`src/design/srhm_pkg.sv`:
```
`default_nettype none

package srhm_pkg;

  // Default sizes of the position counter and of the delay fraction
  localparam int unsigned POS_BITS_DEF  = 24;
  localparam int unsigned FRAC_BITS_DEF = 16;

  // Fixed field widths
  localparam int unsigned DLY_W     = 16;
  localparam int unsigned STEP_W    = 24;
  localparam int unsigned FLD_POS_W = 24;
  localparam int unsigned CFG_W     = 16;
  localparam int unsigned CFG_IDX_W = 2;
  // Width of the wrapping end-of-move compare
  localparam int unsigned CMP_W     = 32;

  // Register reset values
  localparam logic [CFG_W-1:0] ACCEL_RST = 16'd0;
  localparam logic [CFG_W-1:0] DECEL_RST = 16'd0;
  localparam logic [CFG_W-1:0] SHORT_RST = 16'd10;
  localparam logic [CFG_W-1:0] LONG_RST  = 16'd10;

  typedef enum logic [CFG_IDX_W-1:0] {
    CFG_ACCEL = 2'd0,
    CFG_DECEL = 2'd1,
    CFG_SHORT = 2'd2,
    CFG_LONG  = 2'd3
  } cfg_idx_e;

  typedef enum logic {
    REQ_START = 1'b0,
    REQ_TICK  = 1'b1
  } req_type_e;

  typedef enum logic [2:0] {
    ST_IDLE  = 3'd0,
    ST_DIV   = 3'd1,
    ST_START = 3'd2,
    ST_EVAL  = 3'd3,
    ST_APPLY = 3'd4
  } st_e;

  typedef struct packed {
    logic              req_type;
    logic              move_up;
    logic [STEP_W-1:0] step_count;
    logic [STEP_W-1:0] height_limit;
    logic              limit_pressed;
  } req_t;

  typedef struct packed {
    logic                 step_pulse;
    logic                 step_up;
    logic [DLY_W-1:0]     delay_us;
    logic [FLD_POS_W-1:0] position;
    logic                 homed;
    logic                 move_done;
  } rsp_t;

endpackage

`default_nettype wire

```
`src/design/srhm_div.sv`:
```
`default_nettype none

// Restoring divider, one quotient bit per cycle
module srhm_div #(
  parameter int unsigned DVD_W = 32,
  parameter int unsigned DVS_W = 16
) (
  input  logic             clk_i,
  input  logic             rst_ni,
  input  logic             start_i,
  input  logic [DVD_W-1:0] dividend_i,
  input  logic [DVS_W-1:0] divisor_i,
  output logic             busy_o,
  output logic [DVD_W-1:0] quotient_o
);

  localparam int unsigned CNT_W = $clog2(DVD_W + 1);
  localparam logic [CNT_W-1:0] CNT_LOAD = CNT_W'(DVD_W);
  localparam logic [CNT_W-1:0] CNT_ONE  = CNT_W'(1);

  logic [CNT_W-1:0] cnt_q;
  logic             busy_q;
  logic [DVD_W-1:0] quo_q;
  logic [DVS_W-1:0] rem_q;
  logic [DVS_W:0]   shifted;
  logic [DVS_W:0]   trial;
  logic             fits;

  assign shifted = {rem_q, quo_q[DVD_W-1]};
  assign fits    = shifted >= {1'b0, divisor_i};
  assign trial   = shifted - {1'b0, divisor_i};

  always_ff @(posedge clk_i or negedge rst_ni) begin
    if (!rst_ni) begin
      cnt_q  <= '0;
      busy_q <= 1'b0;
    end else if (start_i) begin
      cnt_q  <= CNT_LOAD;
      busy_q <= 1'b1;
    end else if (busy_q) begin
      cnt_q  <= cnt_q - CNT_ONE;
      busy_q <= cnt_q != CNT_ONE;
    end
  end

  // Shift dividend bits out the top, quotient bits in at the bottom
  always_ff @(posedge clk_i) begin
    if (start_i) begin
      quo_q <= dividend_i;
      rem_q <= '0;
    end else if (busy_q) begin
      quo_q <= {quo_q[DVD_W-2:0], fits};
      rem_q <= fits ? trial[DVS_W-1:0] : shifted[DVS_W-1:0];
    end
  end

  assign busy_o     = busy_q;
  assign quotient_o = quo_q;

endmodule

`default_nettype wire

```
`src/design/stepper_ramp_homing_move_core.sv`:
```
`default_nettype none

// Stepper move controller with trapezoidal delay ramp and limit-switch homing.
// Input channel (in_valid_i / in_stall_o / in_req_i): one beat is either a
// start command (direction, step count, height limit) or a step tick carrying
// the sampled limit-switch level. Every input beat yields exactly one result
// beat on the output channel (out_valid_o / out_stall_i / out_rsp_o).
// Configuration (cfg_we_i, cfg_idx_i, cfg_wdata_i) writes the accel and decel
// step counts and the cruise and start delays; write only while no beat is open.
// A tick beat passes through the EVAL and APPLY states and its result is
// registered in APPLY. A start beat waits in DIV for the two bit-serial
// ramp-slope dividers, which produce one quotient bit per cycle, and its
// result is registered in START.
// Items are processed one at a time; a new beat is taken as soon as the
// core is idle, even while the previous result still waits in the output
// register. A stalled receiver holds the result; the core then stalls in
// its last stage until the output register can take the next result.
// Reset clears position, homed flag, move state and slopes, and loads the
// register defaults (cruise delay = start delay = 10).

module stepper_ramp_homing_move_core #(
  parameter int unsigned POS_BITS  = srhm_pkg::POS_BITS_DEF,
  parameter int unsigned FRAC_BITS = srhm_pkg::FRAC_BITS_DEF
) (
  input  logic                           clk_i,
  input  logic                           rst_ni,
  input  logic                           cfg_we_i,
  input  logic [srhm_pkg::CFG_IDX_W-1:0] cfg_idx_i,
  input  logic [srhm_pkg::CFG_W-1:0]     cfg_wdata_i,
  input  logic                           in_valid_i,
  output logic                           in_stall_o,
  input  srhm_pkg::req_t                 in_req_i,
  output logic                           out_valid_o,
  input  logic                           out_stall_i,
  output srhm_pkg::rsp_t                 out_rsp_o
);

  localparam int unsigned DLY_W  = srhm_pkg::DLY_W;
  localparam int unsigned STEP_W = srhm_pkg::STEP_W;
  localparam int unsigned CMP_W  = srhm_pkg::CMP_W;
  localparam int unsigned FPW    = srhm_pkg::FLD_POS_W;
  localparam int unsigned SPD_W  = DLY_W + FRAC_BITS;

  localparam logic [SPD_W-1:0]    SPD_MAX = '1;
  localparam logic [POS_BITS-1:0] POS_MAX = '1;
  localparam logic [POS_BITS-1:0] POS_ONE = POS_BITS'(1);
  localparam logic [STEP_W-1:0]   IDX_ONE = STEP_W'(1);
  localparam logic [CMP_W-1:0]    CMP_ONE = CMP_W'(1);

  // Configuration registers
  logic [DLY_W-1:0] acc_q, dec_q, dshort_q, dlong_q;

  always_ff @(posedge clk_i or negedge rst_ni) begin
    if (!rst_ni) begin
      acc_q    <= srhm_pkg::ACCEL_RST;
      dec_q    <= srhm_pkg::DECEL_RST;
      dshort_q <= srhm_pkg::SHORT_RST;
      dlong_q  <= srhm_pkg::LONG_RST;
    end else if (cfg_we_i) begin
      case (srhm_pkg::cfg_idx_e'(cfg_idx_i))
        srhm_pkg::CFG_ACCEL: acc_q    <= cfg_wdata_i;
        srhm_pkg::CFG_DECEL: dec_q    <= cfg_wdata_i;
        srhm_pkg::CFG_SHORT: dshort_q <= cfg_wdata_i;
        srhm_pkg::CFG_LONG:  dlong_q  <= cfg_wdata_i;
        default: ;
      endcase
    end
  end

  // Move state
  logic [POS_BITS-1:0] pos_q, top_q;
  logic                homed_q, moving_q, dir_q, ramp_q;
  logic [STEP_W-1:0]   idx_q, total_q;
  logic [SPD_W-1:0]    speed_q, arate_q, drate_q;

  // Latched request beat
  srhm_pkg::req_t req_q;

  // Sequencer
  srhm_pkg::st_e state_q, state_d;
  logic          accept, out_free, wr_start, wr_tick, eval_en;
  logic          div_start, div_busy, a_busy, d_busy;
  logic          out_valid_q;

  assign accept    = in_valid_i && !in_stall_o;
  assign out_free  = !out_valid_q || !out_stall_i;
  assign div_start = accept && (in_req_i.req_type == srhm_pkg::REQ_START);
  assign div_busy  = a_busy || d_busy;

  always_ff @(posedge clk_i or negedge rst_ni) begin
    if (!rst_ni) begin
      state_q <= srhm_pkg::ST_IDLE;
    end else begin
      state_q <= state_d;
    end
  end

  always_comb begin
    state_d    = state_q;
    in_stall_o = 1'b1;
    wr_start   = 1'b0;
    wr_tick    = 1'b0;
    eval_en    = 1'b0;
    case (state_q)
      srhm_pkg::ST_IDLE: begin
        in_stall_o = 1'b0;
        if (in_valid_i) begin
          state_d = (in_req_i.req_type == srhm_pkg::REQ_START) ? srhm_pkg::ST_DIV
                                                                : srhm_pkg::ST_EVAL;
        end
      end
      srhm_pkg::ST_DIV: begin
        if (!div_busy) state_d = srhm_pkg::ST_START;
      end
      srhm_pkg::ST_START: begin
        if (out_free) begin
          wr_start = 1'b1;
          state_d  = srhm_pkg::ST_IDLE;
        end
      end
      srhm_pkg::ST_EVAL: begin
        eval_en = 1'b1;
        state_d = srhm_pkg::ST_APPLY;
      end
      srhm_pkg::ST_APPLY: begin
        if (out_free) begin
          wr_tick = 1'b1;
          state_d = srhm_pkg::ST_IDLE;
        end
      end
      default: state_d = srhm_pkg::ST_IDLE;
    endcase
  end

  always_ff @(posedge clk_i) begin
    if (accept) req_q <= in_req_i;
  end

  // Ramp slopes: (start delay - cruise delay) in fixed point over the step counts
  logic [DLY_W-1:0] dspan;
  logic [SPD_W-1:0] dvd, a_quo, d_quo, arate_new, drate_new;
  logic             ramp_new;

  assign dspan    = dlong_q - dshort_q;
  assign dvd      = {dspan, {FRAC_BITS{1'b0}}};
  assign ramp_new = dlong_q > dshort_q;

  srhm_div #(
    .DVD_W(SPD_W),
    .DVS_W(DLY_W)
  ) u_div_acc (
    .clk_i      (clk_i),
    .rst_ni     (rst_ni),
    .start_i    (div_start),
    .dividend_i (dvd),
    .divisor_i  (acc_q),
    .busy_o     (a_busy),
    .quotient_o (a_quo)
  );

  srhm_div #(
    .DVD_W(SPD_W),
    .DVS_W(DLY_W)
  ) u_div_dec (
    .clk_i      (clk_i),
    .rst_ni     (rst_ni),
    .start_i    (div_start),
    .dividend_i (dvd),
    .divisor_i  (dec_q),
    .busy_o     (d_busy),
    .quotient_o (d_quo)
  );

  // A zero step count makes the slope the whole span
  assign arate_new = !ramp_new ? '0 : ((acc_q == '0) ? dvd : a_quo);
  assign drate_new = !ramp_new ? '0 : ((dec_q == '0) ? dvd : d_quo);

  // Tick, EVAL state: register the phase tests
  logic [SPD_W-1:0] short_fx;
  logic [CMP_W-1:0] idx32, total32, acc_end, dec_thr;
  logic             ramping_q, in_acc_q, in_dec_q, last_q, gt_short_q;
  logic [SPD_W-1:0] diff_q;

  assign short_fx = {dshort_q, {FRAC_BITS{1'b0}}};
  assign idx32    = {{(CMP_W - STEP_W){1'b0}}, idx_q};
  assign total32  = {{(CMP_W - STEP_W){1'b0}}, total_q};
  assign acc_end  = {{(CMP_W - DLY_W){1'b0}}, acc_q} + CMP_ONE;
  // Wraps when decel_steps is not less than the move length
  assign dec_thr  = total32 - {{(CMP_W - DLY_W){1'b0}}, dec_q} - CMP_ONE;

  always_ff @(posedge clk_i) begin
    if (eval_en) begin
      ramping_q  <= homed_q && (!dir_q || (pos_q < top_q));
      in_acc_q   <= idx32 < acc_end;
      in_dec_q   <= idx32 > dec_thr;
      last_q     <= (idx32 + CMP_ONE) >= total32;
      gt_short_q <= speed_q > short_fx;
      diff_q     <= speed_q - short_fx;
    end
  end

  // Tick, APPLY state: advance the ramp and the position
  logic [SPD_W:0]      dec_sum;
  logic [SPD_W-1:0]    speed_n, speed_upd;
  logic [DLY_W-1:0]    dly_held, dly;
  logic [POS_BITS-1:0] pos_n;
  logic                homed_n, moving_n, pulse, done;
  logic [STEP_W-1:0]   idx_n;

  assign dec_sum = {1'b0, speed_q} + {1'b0, drate_q};

  always_comb begin
    speed_n = speed_q;
    if (in_acc_q) begin
      // Drop by the slope, clamp at the cruise delay
      speed_n = (gt_short_q && (diff_q > arate_q)) ? (speed_q - arate_q) : short_fx;
    end else if (in_dec_q) begin
      speed_n = dec_sum[SPD_W] ? SPD_MAX : dec_sum[SPD_W-1:0];
    end
  end

  always_comb begin
    pos_n     = pos_q;
    homed_n   = homed_q;
    moving_n  = moving_q;
    idx_n     = idx_q;
    speed_upd = speed_q;
    dly_held  = '0;
    dly       = '0;
    pulse     = 1'b0;
    done      = 1'b0;
    if (moving_q) begin
      if (ramping_q) begin
        if (ramp_q) begin
          speed_upd = speed_n;
          dly_held  = speed_n[SPD_W-1:FRAC_BITS];
        end else begin
          dly_held = dshort_q;
        end
      end else if (req_q.limit_pressed) begin
        // Switch hit while seeking: take the reference and end the move
        homed_n  = 1'b1;
        pos_n    = dir_q ? top_q : '0;
        moving_n = 1'b0;
        done     = 1'b1;
      end
      if (moving_n) begin
        pulse = 1'b1;
        dly   = dly_held;
        if (dir_q) begin
          if (pos_q < POS_MAX) pos_n = pos_q + POS_ONE;
        end else if (pos_q != '0) begin
          pos_n = pos_q - POS_ONE;
        end else begin
          homed_n = 1'b0;
        end
        idx_n = idx_q + IDX_ONE;
        if (last_q) begin
          moving_n = 1'b0;
          done     = 1'b1;
        end
      end
    end
  end

  // Commit state
  logic [POS_BITS+STEP_W-1:0] top_ext;

  assign top_ext = {{POS_BITS{1'b0}}, req_q.height_limit};

  always_ff @(posedge clk_i or negedge rst_ni) begin
    if (!rst_ni) begin
      pos_q    <= '0;
      homed_q  <= 1'b0;
      moving_q <= 1'b0;
      dir_q    <= 1'b0;
      idx_q    <= '0;
      total_q  <= '0;
      top_q    <= '0;
      speed_q  <= '0;
      arate_q  <= '0;
      drate_q  <= '0;
      ramp_q   <= 1'b0;
    end else if (wr_start) begin
      dir_q    <= req_q.move_up;
      total_q  <= req_q.step_count;
      top_q    <= top_ext[POS_BITS-1:0];
      idx_q    <= '0;
      moving_q <= req_q.step_count != '0;
      ramp_q   <= ramp_new;
      arate_q  <= arate_new;
      drate_q  <= drate_new;
      speed_q  <= {dlong_q, {FRAC_BITS{1'b0}}};
    end else if (wr_tick) begin
      pos_q    <= pos_n;
      homed_q  <= homed_n;
      moving_q <= moving_n;
      idx_q    <= idx_n;
      speed_q  <= speed_upd;
    end
  end

  // Result beats
  logic [POS_BITS+FPW-1:0] pos_q_ext, pos_n_ext;
  srhm_pkg::rsp_t          rsp_start, rsp_tick, out_rsp_q;

  assign pos_q_ext = {{FPW{1'b0}}, pos_q};
  assign pos_n_ext = {{FPW{1'b0}}, pos_n};

  always_comb begin
    rsp_start            = '0;
    rsp_start.step_up    = req_q.move_up;
    rsp_start.position   = pos_q_ext[FPW-1:0];
    rsp_start.homed      = homed_q;
    rsp_start.move_done  = req_q.step_count == '0;

    rsp_tick             = '0;
    rsp_tick.step_pulse  = pulse;
    rsp_tick.step_up     = dir_q;
    rsp_tick.delay_us    = dly;
    rsp_tick.position    = pos_n_ext[FPW-1:0];
    rsp_tick.homed       = homed_n;
    rsp_tick.move_done   = done;
  end

  // Output register: hold while stalled, load only when free or draining
  always_ff @(posedge clk_i or negedge rst_ni) begin
    if (!rst_ni) begin
      out_valid_q <= 1'b0;
    end else if (wr_start || wr_tick) begin
      out_valid_q <= 1'b1;
    end else if (!out_stall_i) begin
      out_valid_q <= 1'b0;
    end
  end

  always_ff @(posedge clk_i) begin
    if (wr_start) begin
      out_rsp_q <= rsp_start;
    end else if (wr_tick) begin
      out_rsp_q <= rsp_tick;
    end
  end

  assign out_valid_o = out_valid_q;
  assign out_rsp_o   = out_rsp_q;

endmodule

`default_nettype wire

```
`config.mk`:
```
export PLATFORM = sky130hd
export DESIGN_NAME = stepper_ramp_homing_move_core
export DESIGN_NICKNAME = d
export VERILOG_FILES = /design/src/design/srhm_pkg.sv /design/src/design/srhm_div.sv /design/src/design/stepper_ramp_homing_move_core.sv
export SDC_FILE = /design/constraint.sdc
export NUM_CORES = 2
export LEC_CHECK = 0
export ABC_AREA = 0
export BUFFER_PORTS_ARGS = -buffer_cell sky130_fd_sc_hd__buf_4
export CAP_MARGIN = 10
export CORE_ASPECT_RATIO = 0.5
export CORE_MARGIN = 4
export CORE_UTILIZATION = 50
export DETAILED_ROUTE_END_ITERATION = 12
export PLACE_DENSITY_LB_ADDON = 0.1
export SYNTH_ARGS = -nofsm -noshare
export SYNTH_HDL_FRONTEND = slang
export SYNTH_SLANG_ARGS = --single-unit
```
`constraint.sdc`:
```
create_clock -name clk_i -period 5.4 [get_ports clk_i]
set_input_delay 0 -clock clk_i [delete_from_list [all_inputs] [get_ports clk_i]]
set_output_delay 0 -clock clk_i [all_outputs]
set_load 0.05 [all_outputs]
```
# Word level (Yosys, flattened, before mapping)
# Cells that the tools add are included.
[op_classes] magnitude_cmp=10 n_addsub=15 n_mux=78 reduce_logical=36 bitwise_logic=2 n_eq_ne=13
[ops] op="two-way mux 32 bit" count=17
[ops] op="two-way mux 24 bit" count=12
[ops] op="two-way mux 16 bit" count=6
[ops] op="two-way mux 43 bit" count=2
[ops] op="greater-than comparator 32 bit" count=2
[ops] op="subtractor 32 bit" count=2
[ops] op="adder 24 x 1 -> 24 bit (second input constant)" count=2
[ops] op="nonzero test 24 bit" count=2
[ops] op="subtractor 16 bit" count=3
[ops] op="greater-or-equal comparator 17 x 16 -> 1 bit" count=2
[ops] op="adder 32 x 32 -> 33 bit" count=1
[ops] op="greater-than comparator 24 x 32 -> 1 bit" count=1
[ops] op="logical NOT 16 bit" count=2
[ops] op="two-way mux 1 bit" count=32
[ops] op="subtractor 25 x 2 -> 26 bit (second input constant)" count=1
[ops] op="adder 24 x 1 -> 25 bit (second input constant)" count=1
[ops] op="greater-or-equal comparator 25 x 24 -> 1 bit" count=1
[ops] op="subtractor 24 x 16 -> 25 bit" count=1
[ops] op="logical NOT 24 bit" count=1
[ops] op="less-than comparator 24 x 17 -> 1 bit" count=1
[ops] op="less-than comparator 24 bit" count=1
[ops] op="less-than comparator 24 bit (second input constant)" count=1
[ops] op="two-way mux 6 bit" count=4
[ops] op="subtractor 24 x 1 -> 24 bit (second input constant)" count=1
[ops] op="27 further kinds" count=55
[totals] output_inout_bits=46 word_cells=198 ff_bits=505 in_bits=74

# Longest topological paths before layout
[logic_depth] word_depth=10 depth_mapped=22 depth_no_buf=22

# Cells and area by module
# Synthesis repeated with hierarchy kept, for this count alone.
[unflattened] cells_unflattened=3463 hier_area_um2=33179.3
[by_module_without_submodules] mod="stepper_ramp_homing_move_core" seq_area_each_um2=10375.0 cells_each=2873 n_inst=1 area_each_um2=26745.7
[by_module_without_submodules] mod="srhm_div" seq_area_each_um2=1456.4 cells_each=295 n_inst=2 area_each_um2=3216.8

# Worst setup path after synthesis
# OpenSTA, ideal clock, no wires.
[synth_timing] path_type="register to register" from="reg dec_q[0]" to="reg in_dec_q (data pin)" required_time_ps=5139 synth_period_minus_slack_ps=4492 setup_slack_ps=908 arrival_ps=4230 path_buffers=0 setup_time_ps=261 stages_incl_launch_ff=22 path_cell_list="dfrtp_1 ha_1 fa_1 nor2b_4 o31a_1 o2111ai_1 o211a_1 nor3_2 nor4b_4 nand3_2 o32a_1 xnor2_1 ha_1 a21o_1 a21o_1 a21o_1 a21o_1 a21o_1 a21o_1 a21oi_1 a21o_1 a21oi_1"
[synth_via] elab_chain_len=3
[synth_rtl] element="start, declared" line="stepper_ramp_homing_move_core.sv:51" source="logic [DLY_W-1:0] acc_q, dec_q, dshort_q, dlong_q;"
[synth_rtl] element="start signal, assigned" line="stepper_ramp_homing_move_core.sv:56" source="dec_q <= srhm_pkg::DECEL_RST;"
[synth_rtl] element="start signal, assigned" line="stepper_ramp_homing_move_core.sv:62" source="srhm_pkg::CFG_DECEL: dec_q <= cfg_wdata_i;"
[synth_rtl] element="subtractor 24 x 16 -> 25 bit" line="stepper_ramp_homing_move_core.sv:189" source="assign dec_thr = total32 - {{(CMP_W - DLY_W){1'b0}}, dec_q} - CMP_ONE;"
[synth_rtl] element="subtractor 25 x 2 -> 26 bit" line="stepper_ramp_homing_move_core.sv:189"
[synth_rtl] element="greater-than comparator 24 x 32 -> 1 bit" line="stepper_ramp_homing_move_core.sv:195" source="in_dec_q <= idx32 > dec_thr;"
[synth_rtl] element="end signal, assigned" line="stepper_ramp_homing_move_core.sv:195"
[synth_rtl] element="end, declared" line="stepper_ramp_homing_move_core.sv:181" source="logic ramping_q, in_acc_q, in_dec_q, last_q, gt_short_q;"
# No other way between the ends.
# A chain may end at the register's enable or synchronous reset.

# Worst setup path after layout
# Ends and elaborated chain as after synthesis.

==> summary.txt <==
Detailed routing
  • Remaining DRCs: 0
  • Routed WL per cell: 21.4 um
  • Vias per cell: 6.08
  • Routed WL: 98,200 um
  • Initial DRC Count: 2,296
  • Vias: 27,889
  • DRT Pass-1 Iters: 6
  • Final ANT Viol Nets: 0

Critical path
  • Max incr delay on CP: 440 ps
  • Critical Path Start Type: register
  • Critical Path AT: 5360 ps
  • Critical setup path kind: register to register
  • Critical path required time: 5750 ps
  • CP Capture Type: register
  • Critical-path top delay cell: dfrtp_1
  • Most Frequent Cell on Critical Path: a21o_1
  • CP cell instances: ha_1 > fa_1 > nor2b_4 > o31a_1 > o2111ai_1 > o211a_1 > nor3_2 > nor4b_4 > nand3_2 > o32a_1 > xnor2_1 > ha_1 > a21o_1 > a21o_1 > a21o_1 > a21o_1 > a21o_1 > a21o_1 > a21oi_1 > a21o_1 > a21oi_1
  • Crit Path Max Fanout: 5

Final layout
  • Layout cells sized above 1: 10.2%
  • Final Net Count: 4,015
  • Area grow syn2layout: 13.7%
  • Layout Cells excl Fill: 4,588

Global route
  • GRT Total Usage: 27.8%
  • First-pass GRT wire length: 155,000 um
  • GRT Residual Overflow: 0
  • Maximum number of pins on one net before global-route repair: 153
  • Vias in the first global route: 27,010
  • Antenna violations before repair: 5

Timing
  • Worst rel slew slack: 19.9%
  • Fin crit share: 92.7%
  • Fin Setup TNS: 0 ps
  • Worst Max-Slew Pin Slew: 1200 ps
  • Clock Skews: 33.1 ps
  • Max-slew violation count: 0
  • Final setup fails: 0
  • Tmin final: 5000 ps
  • Maximum clock frequency: 200 MHz
  • RSZ-0062 raised after global routing: no
  • Hold Vio Cnt, Final: 0

Pwr
  • P per Cell Area: 553 mW/mm^2
  • Maximum vdd drop: 284 uV
  • Lkg Pwr: 17.0 nW

Clocking
  • Clock-pin slew on the worst setup and hold paths: 70 ps
  • CTS tree: built
  • Count of cells resized by post-cts repair: 0
  • Number of buffers inserted by post-CTS setup repair: 0
  • CTS Buf Count: 50
  • Clock root buffer master: clkbuf_16
  • Maximum buffer depth of the clock tree: 3
  • Htree depth: 2
  • Clk sinks: 505
  • Clk Latency, worst-skew pair: 640 ps
  • Hold-fix buffers, CTS: 105

Placement
  • Inst Count DP: 4,387
  • Dpl hpwl: 72,000 um
  • I/O Buffers: 119
  • RePlAce Congestion: 0.913

Outcome
  • Status: completed

Die
  • Row count: 66
  • IO Pins: 120
  • Initial Util: 50.5%
  • Core area: 0.0650 mm^2
  • Die Ht: 189 um
  • Die Wd: 370 um
  • Die area: 0.0701 mm^2

Synth
  • Register area share after synthesis: 39.5%
  • Top FF cell, synth: dfrtp_1
  • Syn Area/Cell: 9.33 um^2
  • Post-Synthesis Cells: 3,519
  • Post-synth top area share: 20.9%
  • Yosys Warn Count: 0
  • Syn Nets: 3,873
  • Yosys reg bits: 505
  • Synth area leaders: dfrtp_1, edfxtp_1, ha_1, dfxtp_1, o21ai_0
  • Largest area contributor in the netlist: dfrtp_1
  • Post-synth EDFFs: 146
  • Mapped cell area: 0.0328 mm^2
  • Ys async rst share: 55.0%
  • Post-synth cell types: 104

Flow run
  • Max-cap violations: 0

Min path
  • HP Class: input port to register
## critical path, delay by kind of cell, from the launching register on
family | cells | cell delay [ps]
flip-flops | 1 | 440
XOR/XNOR | 1 | 130
adder cells (fa/ha/maj) | 3 | 980
AO/OA/AOI/OAI | 13 | 2260
AND/OR/NAND/NOR | 4 | 930
## cell families after synthesis
logic type,count (synthesis),synth area share [%]
AO/OA/AOI/OAI,1036,21.2
AND/OR/NAND/NOR,1017,15.1
flip-flops,505,39.5
buffers and inverters,370,4.34
adder cells (fa/ha/maj),280,10.8
XOR/XNOR,170,4.53
multiplexers,141,4.50
## synthesized netlist by cell type, types with 10 or more instances
cell      count
a22oi_1      11
inv_1       203
a31o_2       20
nor2b_1      28
o31ai_1      19
ha_1        273
o21bai_1     12
xor2_1       51
nand3_1      96
o22ai_1      25
nand4_1      66
nand2b_1     31
mux2i_1      87
or2_2        14
a21o_1      148
a31oi_1      37
buf_2        18
dfrtp_1     274
a211oi_1     42
xnor2_1     119
buf_1        12
nand2_1     334
dfxtp_1      81
o221ai_1     15
clkbuf_1    133
mux2_2       54
and3_1       39
a221o_1      10
o21ai_0     251
nor3_1       63
edfxtp_1    146
and4_1       10
nor2_1      214
o211ai_1     24
o21a_1       39
nor4_1       39
a21oi_1     220
or3_1        16
a32o_1       38
and2_1       24
## cell usage in the layout (no fill, tap or decap), types with 24 or more instances in the layout
master,count
mux2_2,54
o21ai_0,251
o211ai_1,24
and2_1,24
inv_1,203
and3_1,39
nand2_1,334
dfxtp_1,81
o21a_1,39
o22ai_1,24
a31oi_1,37
edfxtp_1,146
xnor2_1,119
dlygate4sd3_1,104
a21o_1,148
a21oi_1,220
nor2b_1,27
mux2i_1,87
a32o_1,38
nor4_1,39
nand3_1,96
nor2_1,210
nand2b_1,31
nand4_1,66
buf_4,148
ha_1,273
nor3_1,61
a211oi_1,42
dfrtp_1,272
clkbuf_16,52
xor2_1,51
## where the power goes
part           internal, W  switching, W  total, W  leakage, nW
combinational      0.00443       0.00631    0.0107         10.5
clock              0.00207       0.00162   0.00369        0.827
sequential         0.00518       0.00104   0.00622         5.68
## sequential cells by signal (all words and copies together) (netlist names), 32 cells and up
| name | flops |
|---|---|
| req_q | 50 |
| out_rsp_o | 44 |
| arate_q | 32 |
| diff_q | 32 |
| drate_q | 32 |
| speed_q | 32 |
| u_div_acc.quotient_o | 32 |
| u_div_dec.quotient_o | 32 |
## metrics by stage
| step | utilization (%) | setup WS, ps | hold WS [ps] | cell area, um^2 | power, W |
|---|---|---|---|---|---|
| 2_1_floorplan | - | 908 | -296 | 32800 | 0.0140 |
| 3_3_place_gp | 53.1 | 540 | 41.6 | 34500 | 0.0165 |
| 3_5_place_dp | 53.1 | 434 | 42.6 | 34500 | 0.0167 |
| 4_1_cts | 57.4 | 407 | 37.4 | 37300 | 0.0206 |
| 5_1_grt | 57.4 | 141 | 46.9 | 37300 | 0.0222 |
| 6_report | 57.4 | 397 | 80.2 | 37300 | 0.0207 |
## layer usage
layer	routed length [um]	track usage, %
met1	45800	40.0
met2	43700	43.9
met3	6280	4.53
met4	2470	7.22
met5	0	0
## final timing paths
kind / startpoint / to / slack [ps] / cells past startpoint
worst max-delay path: dec_q[0] / in_dec_q / 400 / 21
worst min-delay path: in_req_i[13] / req_q[13] / 80 / 2
worst max register to register: dec_q[0] / in_dec_q / 400 / 21
worst min register to register: req_q[19] / top_q[18] / 450 / 2
max in group asynchronous: rst_ni / acc_q[11] / 3790 / 4
min in group asynchronous: rst_ni / drate_q[12] / 400 / 3
## cell type report
cell class,count,area (um^2)
antenna,1,2.50
clock buffer,69,1440
clock inverter,25,274
fill,5735,27700
inverter,203,762
multi-input combinational,2644,18500
sequential,505,13000
tap,884,1110
timing repair buffer,257,2260
No activity file was read; power rests on OpenSTA's default activity.
